===== src/sbie_pkg.sv =====
package sbie_pkg;

    // bit set geometry
    localparam int WORDS      = 1024;
    localparam int WORD_BITS  = 64;
    localparam int OFF_W      = $clog2(WORD_BITS);
    localparam int POS_W      = $clog2(WORDS + 1);
    localparam int IDX_W      = 16;
    localparam int LIMIT_W    = 17;
    localparam int QUEUE_DEPTH = 2;
    localparam int QPTR_W     = $clog2(QUEUE_DEPTH);
    localparam int QCNT_W     = $clog2(QUEUE_DEPTH + 1);

    localparam logic [LIMIT_W-1:0] LIMIT_RESET = LIMIT_W'(65536);
    localparam logic [LIMIT_W-1:0] COUNT_MAX   = '1;
    localparam logic [POS_W-1:0]   POS_END     = POS_W'(WORDS);
    localparam logic [WORD_BITS-1:0] WORD_MSB  = {1'b1, {(WORD_BITS-1){1'b0}}};

    // input request
    typedef struct packed {
        logic [WORD_BITS-1:0] word_bits;
        logic                 first_word;
    } t_in_item;

    // result request
    typedef struct packed {
        logic [IDX_W-1:0] entry_index;
        logic             last_in_word;
        logic             limit_hit;
    } t_out_item;

    // classified word passed from front to back
    typedef struct packed {
        logic [WORD_BITS-1:0] word_bits;
        logic [POS_W-1:0]     pos;
        logic                 first_word;
    } t_work;

    // back end status seen by the top level
    typedef struct packed {
        logic busy;
        logic stopped;
    } t_back_status;

    // distance of the highest set bit from the msb
    function automatic logic [OFF_W-1:0] lead_zeros(input logic [WORD_BITS-1:0] w);
        logic [OFF_W-1:0] r;
        r = '0;
        for (int i = 0; i < WORD_BITS; i++) begin
            if (w[i]) begin
                r = OFF_W'(WORD_BITS - 1 - i);
            end
        end
        return r;
    endfunction

endpackage


===== src/sbie_if.sv =====
interface sbie_in_if;
    import sbie_pkg::*;
    logic     valid;
    logic     ready;
    t_in_item payload;
    modport source (output valid, output payload, input ready);
    modport sink   (input valid, input payload, output ready);
endinterface

interface sbie_work_if;
    import sbie_pkg::*;
    logic  valid;
    logic  ready;
    t_work payload;
    modport source (output valid, output payload, input ready);
    modport sink   (input valid, input payload, output ready);
endinterface

interface sbie_out_if;
    import sbie_pkg::*;
    logic      valid;
    logic      ready;
    t_out_item payload;
    modport source (output valid, output payload, input ready);
    modport sink   (input valid, input payload, output ready);
endinterface


===== src/sbie_front.sv =====
module sbie_front (
    input  logic        i_clk,
    input  logic        i_rst_n,
    sbie_in_if.sink     i_in,
    sbie_work_if.source o_work
);
    import sbie_pkg::*;

    logic [POS_W-1:0] r_pos;
    logic [POS_W-1:0] n_pos;
    logic [POS_W-1:0] w_pos_eff;
    logic             w_drop;
    logic             w_accept;

    // position of this word, restarted by a first word
    assign w_pos_eff = i_in.payload.first_word ? '0 : r_pos;

    // words that cannot emit or change back end state are dropped here
    assign w_drop = !i_in.payload.first_word &&
                    ((r_pos >= POS_END) || (i_in.payload.word_bits == '0));

    assign i_in.ready   = o_work.ready;
    assign w_accept     = i_in.valid && i_in.ready;
    assign o_work.valid = i_in.valid && !w_drop;

    assign o_work.payload.word_bits  = i_in.payload.word_bits;
    assign o_work.payload.pos        = w_pos_eff;
    assign o_work.payload.first_word = i_in.payload.first_word;

    // saturating word position
    assign n_pos = (w_pos_eff < POS_END) ? w_pos_eff + POS_W'(1) : w_pos_eff;

    always_ff @(posedge i_clk) begin
        if (!i_rst_n) begin
            r_pos <= '0;
        end else if (w_accept) begin
            r_pos <= n_pos;
        end
    end

endmodule


===== src/sbie_queue.sv =====
module sbie_queue (
    input  logic        i_clk,
    input  logic        i_rst_n,
    sbie_work_if.sink   i_push,
    sbie_work_if.source o_pop
);
    import sbie_pkg::*;

    t_work              r_mem [QUEUE_DEPTH];
    logic [QPTR_W-1:0]  r_wp;
    logic [QPTR_W-1:0]  r_rp;
    logic [QCNT_W-1:0]  r_cnt;
    logic               w_push;
    logic               w_pop;

    assign i_push.ready  = (r_cnt != QCNT_W'(QUEUE_DEPTH));
    assign o_pop.valid   = (r_cnt != '0);
    assign o_pop.payload = r_mem[r_rp];

    assign w_push = i_push.valid && i_push.ready;
    assign w_pop  = o_pop.valid && o_pop.ready;

    // storage
    always_ff @(posedge i_clk) begin
        if (w_push) begin
            r_mem[r_wp] <= i_push.payload;
        end
    end

    // pointers and fill count
    always_ff @(posedge i_clk) begin
        if (!i_rst_n) begin
            r_wp  <= '0;
            r_rp  <= '0;
            r_cnt <= '0;
        end else begin
            if (w_push) begin
                r_wp <= (r_wp == QPTR_W'(QUEUE_DEPTH - 1)) ? '0 : r_wp + QPTR_W'(1);
            end
            if (w_pop) begin
                r_rp <= (r_rp == QPTR_W'(QUEUE_DEPTH - 1)) ? '0 : r_rp + QPTR_W'(1);
            end
            if (w_push && !w_pop) begin
                r_cnt <= r_cnt + QCNT_W'(1);
            end else if (w_pop && !w_push) begin
                r_cnt <= r_cnt - QCNT_W'(1);
            end
        end
    end

endmodule


===== src/sbie_back.sv =====
module sbie_back (
    input  logic                     i_clk,
    input  logic                     i_rst_n,
    input  logic [sbie_pkg::LIMIT_W-1:0] i_limit,
    sbie_work_if.sink                i_work,
    sbie_out_if.source               o_out,
    output sbie_pkg::t_back_status   o_status
);
    import sbie_pkg::*;

    logic                 r_busy;
    logic                 r_stopped;
    logic [LIMIT_W-1:0]   r_count;
    logic [WORD_BITS-1:0] r_word;
    logic [POS_W-1:0]     r_pos;
    logic                 r_out_valid;
    t_out_item            r_out;

    logic                 w_pop;
    logic                 w_stop_eff;
    logic                 w_can_emit;
    logic                 w_step;
    logic [OFF_W-1:0]     w_lz;
    logic [WORD_BITS-1:0] w_rest;
    logic [LIMIT_W-1:0]   n_count;
    logic                 w_hit;
    logic                 w_last;

    // one word is loaded while the scanner is idle
    assign i_work.ready = !r_busy;
    assign w_pop        = i_work.valid && i_work.ready;
    assign w_stop_eff   = i_work.payload.first_word ? 1'b0 : r_stopped;

    // scan step: highest remaining bit, one result per cycle while the output is not stalled
    assign w_can_emit = !r_out_valid || o_out.ready;
    assign w_step     = r_busy && w_can_emit;
    assign w_lz       = lead_zeros(r_word);
    assign w_rest     = r_word & ~(WORD_MSB >> w_lz);
    assign n_count    = (r_count < COUNT_MAX) ? r_count + LIMIT_W'(1) : r_count;
    assign w_hit      = (n_count == i_limit);
    assign w_last     = (w_rest == '0) || w_hit;

    always_ff @(posedge i_clk) begin
        if (!i_rst_n) begin
            r_busy    <= 1'b0;
            r_stopped <= 1'b0;
            r_count   <= '0;
        end else if (w_pop) begin
            if (i_work.payload.first_word) begin
                r_count   <= '0;
                r_stopped <= 1'b0;
            end
            r_busy <= !w_stop_eff && (i_work.payload.word_bits != '0);
        end else if (w_step) begin
            r_count <= n_count;
            if (w_hit) begin
                r_stopped <= 1'b1;
            end
            if (w_last) begin
                r_busy <= 1'b0;
            end
        end
    end

    // word under scan
    always_ff @(posedge i_clk) begin
        if (w_pop) begin
            r_word <= i_work.payload.word_bits;
            r_pos  <= i_work.payload.pos;
        end else if (w_step) begin
            r_word <= w_rest;
        end
    end

    // output register
    always_ff @(posedge i_clk) begin
        if (!i_rst_n) begin
            r_out_valid <= 1'b0;
        end else if (w_step) begin
            r_out_valid <= 1'b1;
        end else if (o_out.ready) begin
            r_out_valid <= 1'b0;
        end
    end

    always_ff @(posedge i_clk) begin
        if (w_step) begin
            r_out.entry_index  <= IDX_W'({r_pos, w_lz});
            r_out.last_in_word <= w_last;
            r_out.limit_hit    <= w_hit;
        end
    end

    assign o_out.valid      = r_out_valid;
    assign o_out.payload    = r_out;
    assign o_status.busy    = r_busy;
    assign o_status.stopped = r_stopped;

endmodule


===== src/set_bit_index_enumerator.sv =====
// path: an accepted word is queued, then loaded into the scanner registers when
// the scanner is idle; each result leaves through the registered output
// throughput: the single scan unit loads a word, then emits its indices in turn;
// no new word till done; dropped words pass one per cycle while the queue has room
// reset: synchronous, active low; clears word position, count, stop flag, queue,
// and sets result_limit to 65536
module set_bit_index_enumerator (
    input  logic                         i_clk,
    input  logic                         i_rst_n,
    sbie_in_if.sink                      i_in,
    sbie_out_if.source                   o_out,
    input  logic                         i_cfg_we,
    input  logic [sbie_pkg::LIMIT_W-1:0] i_cfg_wdata
);
    import sbie_pkg::*;

    logic [LIMIT_W-1:0] r_result_limit;
    t_back_status       w_status;

    sbie_work_if w_front_q ();
    sbie_work_if w_q_back ();

    // limit register
    always_ff @(posedge i_clk) begin
        if (!i_rst_n) begin
            r_result_limit <= LIMIT_RESET;
        end else if (i_cfg_we) begin
            r_result_limit <= i_cfg_wdata;
        end
    end

    // classify and number the words
    sbie_front u_front (
        .i_clk   (i_clk),
        .i_rst_n (i_rst_n),
        .i_in    (i_in),
        .o_work  (w_front_q)
    );

    // decoupling queue
    sbie_queue u_queue (
        .i_clk   (i_clk),
        .i_rst_n (i_rst_n),
        .i_push  (w_front_q),
        .o_pop   (w_q_back)
    );

    // scan words and emit indices
    sbie_back u_back (
        .i_clk    (i_clk),
        .i_rst_n  (i_rst_n),
        .i_limit  (r_result_limit),
        .i_work   (w_q_back),
        .o_out    (o_out),
        .o_status (w_status)
    );

    // a result that reaches the limit closes its word
    a_hit_is_last: assert property (@(posedge i_clk) disable iff (!i_rst_n)
        o_out.valid && o_out.payload.limit_hit |-> o_out.payload.last_in_word)
        else $error("limit result without last_in_word");

    // once stopped the scanner holds no word
    a_stopped_idle: assert property (@(posedge i_clk) disable iff (!i_rst_n)
        w_status.stopped |-> !w_status.busy)
        else $error("scanner busy while stopped");

    // a limit hit leaves the back end stopped
    a_hit_stops: assert property (@(posedge i_clk) disable iff (!i_rst_n)
        $rose(o_out.valid) && o_out.payload.limit_hit |-> w_status.stopped)
        else $error("limit hit did not stop the set");

endmodule

===== src/flat_wrapper.sv =====
// flat-port wrapper written by rule: the top's interface ports become plain ports
module set_bit_index_enumerator_flat import sbie_pkg::*;
  (i_clk, i_rst_n, i_cfg_we, i_cfg_wdata, i_in_valid, i_in_payload, i_in_ready, o_out_valid, o_out_payload, o_out_ready);
  sbie_in_if i_in_i ();
  sbie_out_if o_out_i ();
  input  logic i_clk;
  input  logic i_rst_n;
  input  logic i_cfg_we;
  input  logic [sbie_pkg::LIMIT_W-1:0] i_cfg_wdata;
  input wire logic [$bits(i_in_i.valid)-1:0] i_in_valid;
  input wire logic [$bits(i_in_i.payload)-1:0] i_in_payload;
  output wire logic [$bits(i_in_i.ready)-1:0] i_in_ready;
  output wire logic [$bits(o_out_i.valid)-1:0] o_out_valid;
  output wire logic [$bits(o_out_i.payload)-1:0] o_out_payload;
  input wire logic [$bits(o_out_i.ready)-1:0] o_out_ready;
  assign i_in_i.valid = i_in_valid;
  assign i_in_i.payload = i_in_payload;
  assign i_in_ready = i_in_i.ready;
  assign o_out_valid = o_out_i.valid;
  assign o_out_payload = o_out_i.payload;
  assign o_out_i.ready = o_out_ready;
  set_bit_index_enumerator u_core (.i_clk(i_clk), .i_rst_n(i_rst_n), .i_in(i_in_i), .o_out(o_out_i), .i_cfg_we(i_cfg_we), .i_cfg_wdata(i_cfg_wdata));
endmodule

===== config.mk =====
export PLATFORM = sky130hd
export DESIGN_NAME = set_bit_index_enumerator_flat
export DESIGN_NICKNAME = d
export VERILOG_FILES = /design/src/sbie_pkg.sv /design/src/sbie_if.sv /design/src/sbie_front.sv /design/src/sbie_queue.sv /design/src/sbie_back.sv /design/src/set_bit_index_enumerator.sv /design/src/flat_wrapper.sv
export SDC_FILE = /design/constraint.sdc
export NUM_CORES = 1
export LEC_CHECK = 0
export BUFFER_PORTS_ARGS = -buffer_cell sky130_fd_sc_hd__buf_4
export CAP_MARGIN = 40
export CORE_MARGIN = 3
export CORE_UTILIZATION = 61
export DETAILED_ROUTE_END_ITERATION = 8
export PLACE_DENSITY = 0.91
export SLEW_MARGIN = 10
export SYNTH_ARGS = -nofsm -noshare
export SYNTH_HDL_FRONTEND = slang
export SYNTH_SLANG_ARGS = --single-unit
export TNS_END_PERCENT = 100

===== constraint.sdc =====
create_clock -name i_clk -period 6.1 [get_ports i_clk]
set_input_delay 0.305 -clock i_clk [delete_from_list [all_inputs] [get_ports i_clk]]
set_output_delay 0.305 -clock i_clk [all_outputs]
set_load 0.01 [all_outputs]

Yosys cells after proc, flatten, opt, wreduce, memory -nomap -nowiden --
Memories as Yosys holds them, arrays and structs flattened. A register that Yosys moved wholly into a read port is not among the register bits. Index checks and enable logic that the tools add are counted.
Storage, ports and cells: register bits after elaboration 144, output and inout port bits 20, memories 1, RAM bits 152, logic and storage cells 150, input bits 87
Operators by class: shifts and indexed selects 1, multiplexer cells 89, bitwise operators 2, $add $sub $neg 6, eq/ne operators 3, reduce and logical (&&, ||, !) cells 31, $lt $le $gt $ge 3
Memories:
- u_core.u_queue.r_mem | words 2, width 76, read ports 1, clocked after memory_dff 1, write ports 1, RTL line sbie_queue.sv:9 | t_work r_mem [QUEUE_DEPTH];
Operators by type and width (number):
- two-way mux 6 bit | 64
- logical NOT 64 bit | 2
- two-way mux 64 bit | 2
- two-way mux 17 bit | 4
- bitwise AND 64 bit | 1
- inverter 64 bit | 1
- nonzero test 64 bit | 1
- >> shifter 64 x 6 -> 64 bit, first input constant | 1
- two-way mux 11 bit | 2
- adder 17 x 1 -> 17 bit, second input constant | 1
- equality test 17 bit | 1
- < comparator 17 bit, second input constant | 1
- two-way mux 1 bit | 15
- nonzero test 2 bit | 6
- adder 11 x 1 -> 11 bit, second input constant | 1
- greater-or-equal comparator 11 bit, second input constant | 1
- < comparator 11 bit, second input constant | 1
- logical AND 1 bit | 9
- logical NOT 1 bit | 7
- AND reduction 2 bit | 3
- two-way mux 2 bit | 2
- inequality test 2 bit, second input constant | 2
- logical OR 1 bit | 3
- adder 1 bit, second input constant | 2
- other kinds (2) | 2

Depth between registers and ports, before layout --
word-level depth 72, depth in mapped cells 13, gate-level depth less buffers 12

Hierarchy --
Synthesis repeated with hierarchy kept, for this count alone.
Unflattened totals: cell total of the unflattened synthesis 1268, area, all modules 14542.7 um2
Modules (own cells, without submodules):
- sbie_back | cells an instance 779, times used 1, area an instance 6866.6 um2
- sbie_queue | cells an instance 260, times used 1, area an instance 5730.5 um2
- sbie_front | cells an instance 175, times used 1, area an instance 1296.2 um2
- set_bit_index_enumerator | cells an instance 54, times used 1, area an instance 649.4 um2

Least setup slack after synthesis --
OpenSTA, ideal clock, no wires.
path kind register to register, from register u_core.u_queue.r_cnt[0], to memory u_core.u_queue.r_mem[0][0] (netlist name) (enable), required time 5.581 ns, clock period less this slack 5.426 ns, setup slack 0.674 ns, stages on the path, launching flop included 7, data arrival time 4.907 ns, path buffers 1, path through dfxtp_1 nand2b_1 and2_1 clkbuf_1 a21boi_0 and2_1 nor2b_1
On the way: cells in the longest elaborated chain, start to end 4
Ends and longest elaborated chain:
- start, declared | RTL line sbie_queue.sv:12 | logic [QCNT_W-1:0] r_cnt;
- start signal, assigned | RTL line sbie_queue.sv:44 | r_cnt <= r_cnt + QCNT_W'(1);
- start signal, assigned | RTL line sbie_queue.sv:46 | r_cnt <= r_cnt - QCNT_W'(1);
- inequality test 2 bit | RTL line sbie_queue.sv:16 | assign i_push.ready = (r_cnt != QCNT_W'(QUEUE_DEPTH));
- net i_in_ready | RTL line flat_wrapper.sv:12 | output wire logic [$bits(i_in_i.ready)-1:0] i_in_ready;
- logical AND 1 bit | RTL line sbie_queue.sv:20 | assign w_push = i_push.valid && i_push.ready;
- net u_core.u_queue.w_push | RTL line sbie_queue.sv:13 | logic w_push;
- two-way mux 1 bit | RTL line sbie_queue.sv:25 | if (w_push) begin
- two-way mux 1 bit (not written as such) | RTL line sbie_queue.sv:26 | r_mem[r_wp] <= i_push.payload;
- end, declared | RTL line sbie_queue.sv:9
The timed path passes the listed nets, and every way through them passes these cells.

Worst setup path after layout --
from register u_core.u_back.r_word[57], to register u_core.u_back.r_out (netlist bit u_core.u_back.o_out.payload[1]), data pin
On the way: cells in the longest elaborated chain, start to end 12
Ends and longest elaborated chain:
- start, declared | RTL line sbie_back.sv:14 | logic [WORD_BITS-1:0] r_word;
- start signal, assigned | RTL line sbie_back.sv:68 | r_word <= i_work.payload.word_bits;
- start signal, assigned | RTL line sbie_back.sv:71 | r_word <= w_rest;
- two-way mux 6 bit (7 in series) | RTL line sbie_pkg.sv:50 | if (w[i]) begin
- >> shifter 64 x 6 -> 64 bit | RTL line sbie_back.sv:38 | assign w_rest = r_word & ~(WORD_MSB >> w_lz);
- inverter 64 bit | RTL line sbie_back.sv:38
- bitwise AND 64 bit (*) | RTL line sbie_back.sv:38
- logical NOT 64 bit (*) | RTL line sbie_back.sv:41 | assign w_last = (w_rest == '0) || w_hit;
- logical OR 1 bit (*) | RTL line sbie_back.sv:41
- net u_core.u_back.w_last | RTL line sbie_back.sv:27 | logic w_last;
- end, declared | RTL line sbie_back.sv:17 | t_out_item r_out;
The timed path passes the listed nets; every way through them passes the cells marked *. A chain may end at the register's enable or synchronous reset.

==> flow_metrics.py <==
metrics = {
    "global_routing": {
        "grt_pass1_vias": 11646,
        "grt_pass1_wl_um": 73400,
        "grt_max_degree": 80,
        "track_usage_pct": 37.8,
        "grt-ovfl-total": 0,
        "antenna_found_initial": 4,
    },
    "yosys": {
        "netlist_instances": 1221,
        "synthArstFlopShare_pct": 0,
        "synth_seq_area_share_pct": 58.4,
        "synth_flop_cell": "edfxtp_1",
        "yosysUniqueCellTypes": 89,
        "synth_area_sq_mm": 0.0142,
        "synth_warnings": 0,
        "ys_seq_elements": 295,
        "syn-num-nets": 1311,
        "avgSynthCellArea_sq_um": 11.7,
        "synth-edff-count": 242,
    },
    "critical_path": {
        "reg2reg_from": "u_core.u_back.r_word[57]",
        "cpMaxStageDelayCell": "nand4_1",
        "critPathKind": "register to register",
        "cpMostUsedCell": "nor4_1",
        "crit_fanout": 13,
        "crit_chain": "nor4_1, nand4_1, nand2b_4, or3b_1, o41a_1, o22ai_1, o2111ai_1, nor4_1, and4_1, or2_1",
        "critical_path_required_ns": 6.54,
        "crit_start": "u_core.u_back.r_word[57]",
        "cp_slowest_stage_delay_ns": 0.81,
        "end_kind": "register",
        "cp.arrival_ns": 5.00,
        "crit_path_start_kind": "register",
    },
    "power": {
        "clockPowerShare_pct": 23.2,
        "p_leak_nw": 5.84,
        "power_frac_seq_pct": 44.2,
        "p_int_mw": 4.83,
        "ir_drop_mv": 0.296,
        "finalPower_mw": 8.01,
        "p_comb_share_pct": 32.7,
        "p_switching_mw": 3.18,
        "p_sw_share_pct": 39.7,
        "p_per_area_mw_per_mm2": 470,
    },
    "detailed_routing": {
        "drc_errors": 0,
        "wl_per_cell_um": 28.7,
        "firstDrtPassIters": 7,
        "drt_wl_total_um": 49300,
        "viasPerCell": 6.97,
        "vias": 11992,
        "antenna_left": 0,
        "drtIter0Drc": 1967,
    },
    "place": {
        "io_buffers": 106,
        "place_area_sq_mm": 0.0153,
        "hpwl_um": 29800,
        "dp_cells": 1587,
        "place_ws_ns": 1.83,
        "gp_congestion": 1.01,
    },
    "timing": {
        "worst_pin_slew_ns": 0.902,
        "finalSetupViolations": 0,
        "fin_ws_ns": 1.54,
        "finClkSkew_ns": 0.0207,
        "fin_crit_sh_pct": 74.7,
        "period_minus_slack_ns": 4.56,
        "clock.fmax_mhz": 220,
        "finalMaxSlewViolations": 0,
        "hold_viol_final": 0,
        "timing.hold.ws_ns": 0.00573,
        "slew_headroom_pct": 39.9,
        "rsz0062_at_grt": "false",
        "fin_tns_setup_ns": 0,
    },
    "final_layout": {
        "syn_to_final_growth_pct": 19.5,
        "nFillCells": 1345,
        "final_nets": 1471,
        "drive_gt1_share_pct": 16.3,
        "layout_commonest_cell": "edfxtp_1",
        "design_area_sq_mm": 0.0170,
        "final_cell_mix": "edfxtp_1, buf_4, o21ai_0",
        "final_cells": 1720,
        "fin_util_pct": 74.8,
    },
    "clock_tree": {
        "cts_made_buffers": 29,
        "cts_setup_buffers": 0,
        "clk_pin_slew_worst_paths_ns": 0.06,
        "numClockSinks": 295,
        "h-tree-depth": 1,
        "clkLatencyLatePin_ns": 0.58,
        "root_buffer": "clkbuf_16",
        "clockBufferDepth": 3,
        "cts_tree": "yes",
    },
    "floorplan": {
        "dieArea_sq_mm": 0.0252,
        "core_area_sq_mm": 0.0228,
        "die_w_um": 159,
        "rows": 55,
        "die_h_um": 159,
        "pin_count": 107,
        "start_util_pct": 62.6,
    },
    "outcome": {
        "status": "completed",
    },
    "job": {
        "cap_violations": 0,
    },
    "hold_path": {
        "holdCritPathClass": "primary input to register",
        "hold_path.startpoint": "i_cfg_wdata[5]",
    },
}
==> cells by family (layout without fill, tap and decap cells) <==
group / count (synthesis) / count (layout) / share of synthesized area (%)
AOI/OAI and AO/OA: 286 / 286 / 13.2
adders and majority gates: 3 / 3 / 0.263
muxes: 92 / 92 / 6.73
other: 0 / 3 / 0
buffers and inverters: 88 / 271 / 2.56
DFF: 295 / 295 / 58.4
and+or+nand+nor: 420 / 420 / 16.5
xor gates and xnor gates: 37 / 37 / 2.27
==> final timing paths <==
| check | to | slack, ns | depth (start not counted) |
|---|---|---|---|
| worst max-delay path | u_core.u_back.o_out.payload[1] | 1.54 | 10 |
| worst min-delay path | u_core.r_result_limit[5] | 0.006 | 3 |
| worst max register to register | u_core.u_back.o_out.payload[1] | 1.54 | 10 |
| worst min register to register | u_core.u_back.o_out.payload[13] | 0.42 | 0 |
==> area by class of cell <==
class                           instances  area, sq um  share of cell area (%)
Antenna cell                            3         7.51                  0.0441
Clock buffer                           40          807                    4.74
Clock inverter                         14          140                   0.823
Inverter                               26         98.8                   0.580
Multi-Input combinational cell        838         5580                    32.8
Sequential cell                       295         8330                    48.9
Tap cell                              313          392                    2.30
Timing Repair Buffer                  191         1680                    9.86
==> cell usage after synthesis (4+ instances only) <==
master	n	area, sq um
a211o_1	5	43.8
a211oi_1	11	82.6
a21boi_0	4	30.0
a21o_1	10	75.1
a21oi_1	46	230
a22oi_1	6	45.0
a31oi_1	4	25.0
and2_1	16	100
and3_1	5	31.3
buf_1	5	18.8
buf_2	9	45.0
clkbuf_1	44	165
dfxtp_1	53	1060
edfxtp_1	242	7270
inv_1	24	90.1
mux2_2	30	338
mux2i_1	62	621
nand2_1	69	259
nand2b_1	12	75.1
nand3_1	24	120
nand4_1	30	188
nand4b_1	4	35.0
nor2_1	62	233
nor2b_1	54	338
nor3_1	29	145
nor4_1	62	388
o211ai_1	29	218
o21a_1	7	52.6
o21ai_0	86	430
o21ai_1	6	30.0
o221ai_1	4	35.0
o22ai_1	7	43.8
o31ai_1	20	150
or2_2	8	50.1
or3_1	9	56.3
or4_1	7	52.6
or4_4	4	45.0
xnor2_1	25	219
xor2_1	12	105
==> registers in the layout (all words and copies together), names as in the netlist, named ones only <==
signal	count
u_core.u_queue.r_mem	150
u_core.u_back.r_word	64
u_core.u_back.o_out.payload	18
u_core.r_result_limit	17
u_core.u_back.r_count	17
u_core.u_front.r_pos	11
u_core.u_back.r_pos	10
u_core.u_queue.r_cnt	2
u_core.u_back.o_out.valid	1
u_core.u_back.r_busy	1
u_core.u_back.r_stopped	1
u_core.u_queue.r_rp	1
u_core.u_queue.r_wp	1
==> worst max-delay path: cells and delay by family, from the launching register on <==
kind	cells	cell delay (ns)
compound gates	3	0.81
flops	1	0.49
simple gates	7	3.13
==> routing by layer <==
layer / part of all wire, % / GRT usage, %
met1: 37 / 50.6
met2: 47 / 61.7
met3: 12 / 8.06
met4: 4.8 / 13.3
met5: 0.057 / 0
==> power by group through the flow <==
stage	Sequential [mW]	Clock (mW)	Combinational (mW)
after detailed placement	3.52	0	2.41
final	3.54	1.85	2.62
after global routing	3.57	1.92	2.77
after global placement	3.50	0	2.36
after floorplan	3.27	0	1.65
after CTS	3.49	1.80	2.46
==> timing repair <==
action | 4_1_cts | 5_1_grt
gates resized for setup | 0 | 0
hold endpoints to repair | 138 | 0
hold buffers | 74 | 0
setup endpoints to repair | 0 | 0
No activity file was read; power rests on OpenSTA's default activity.
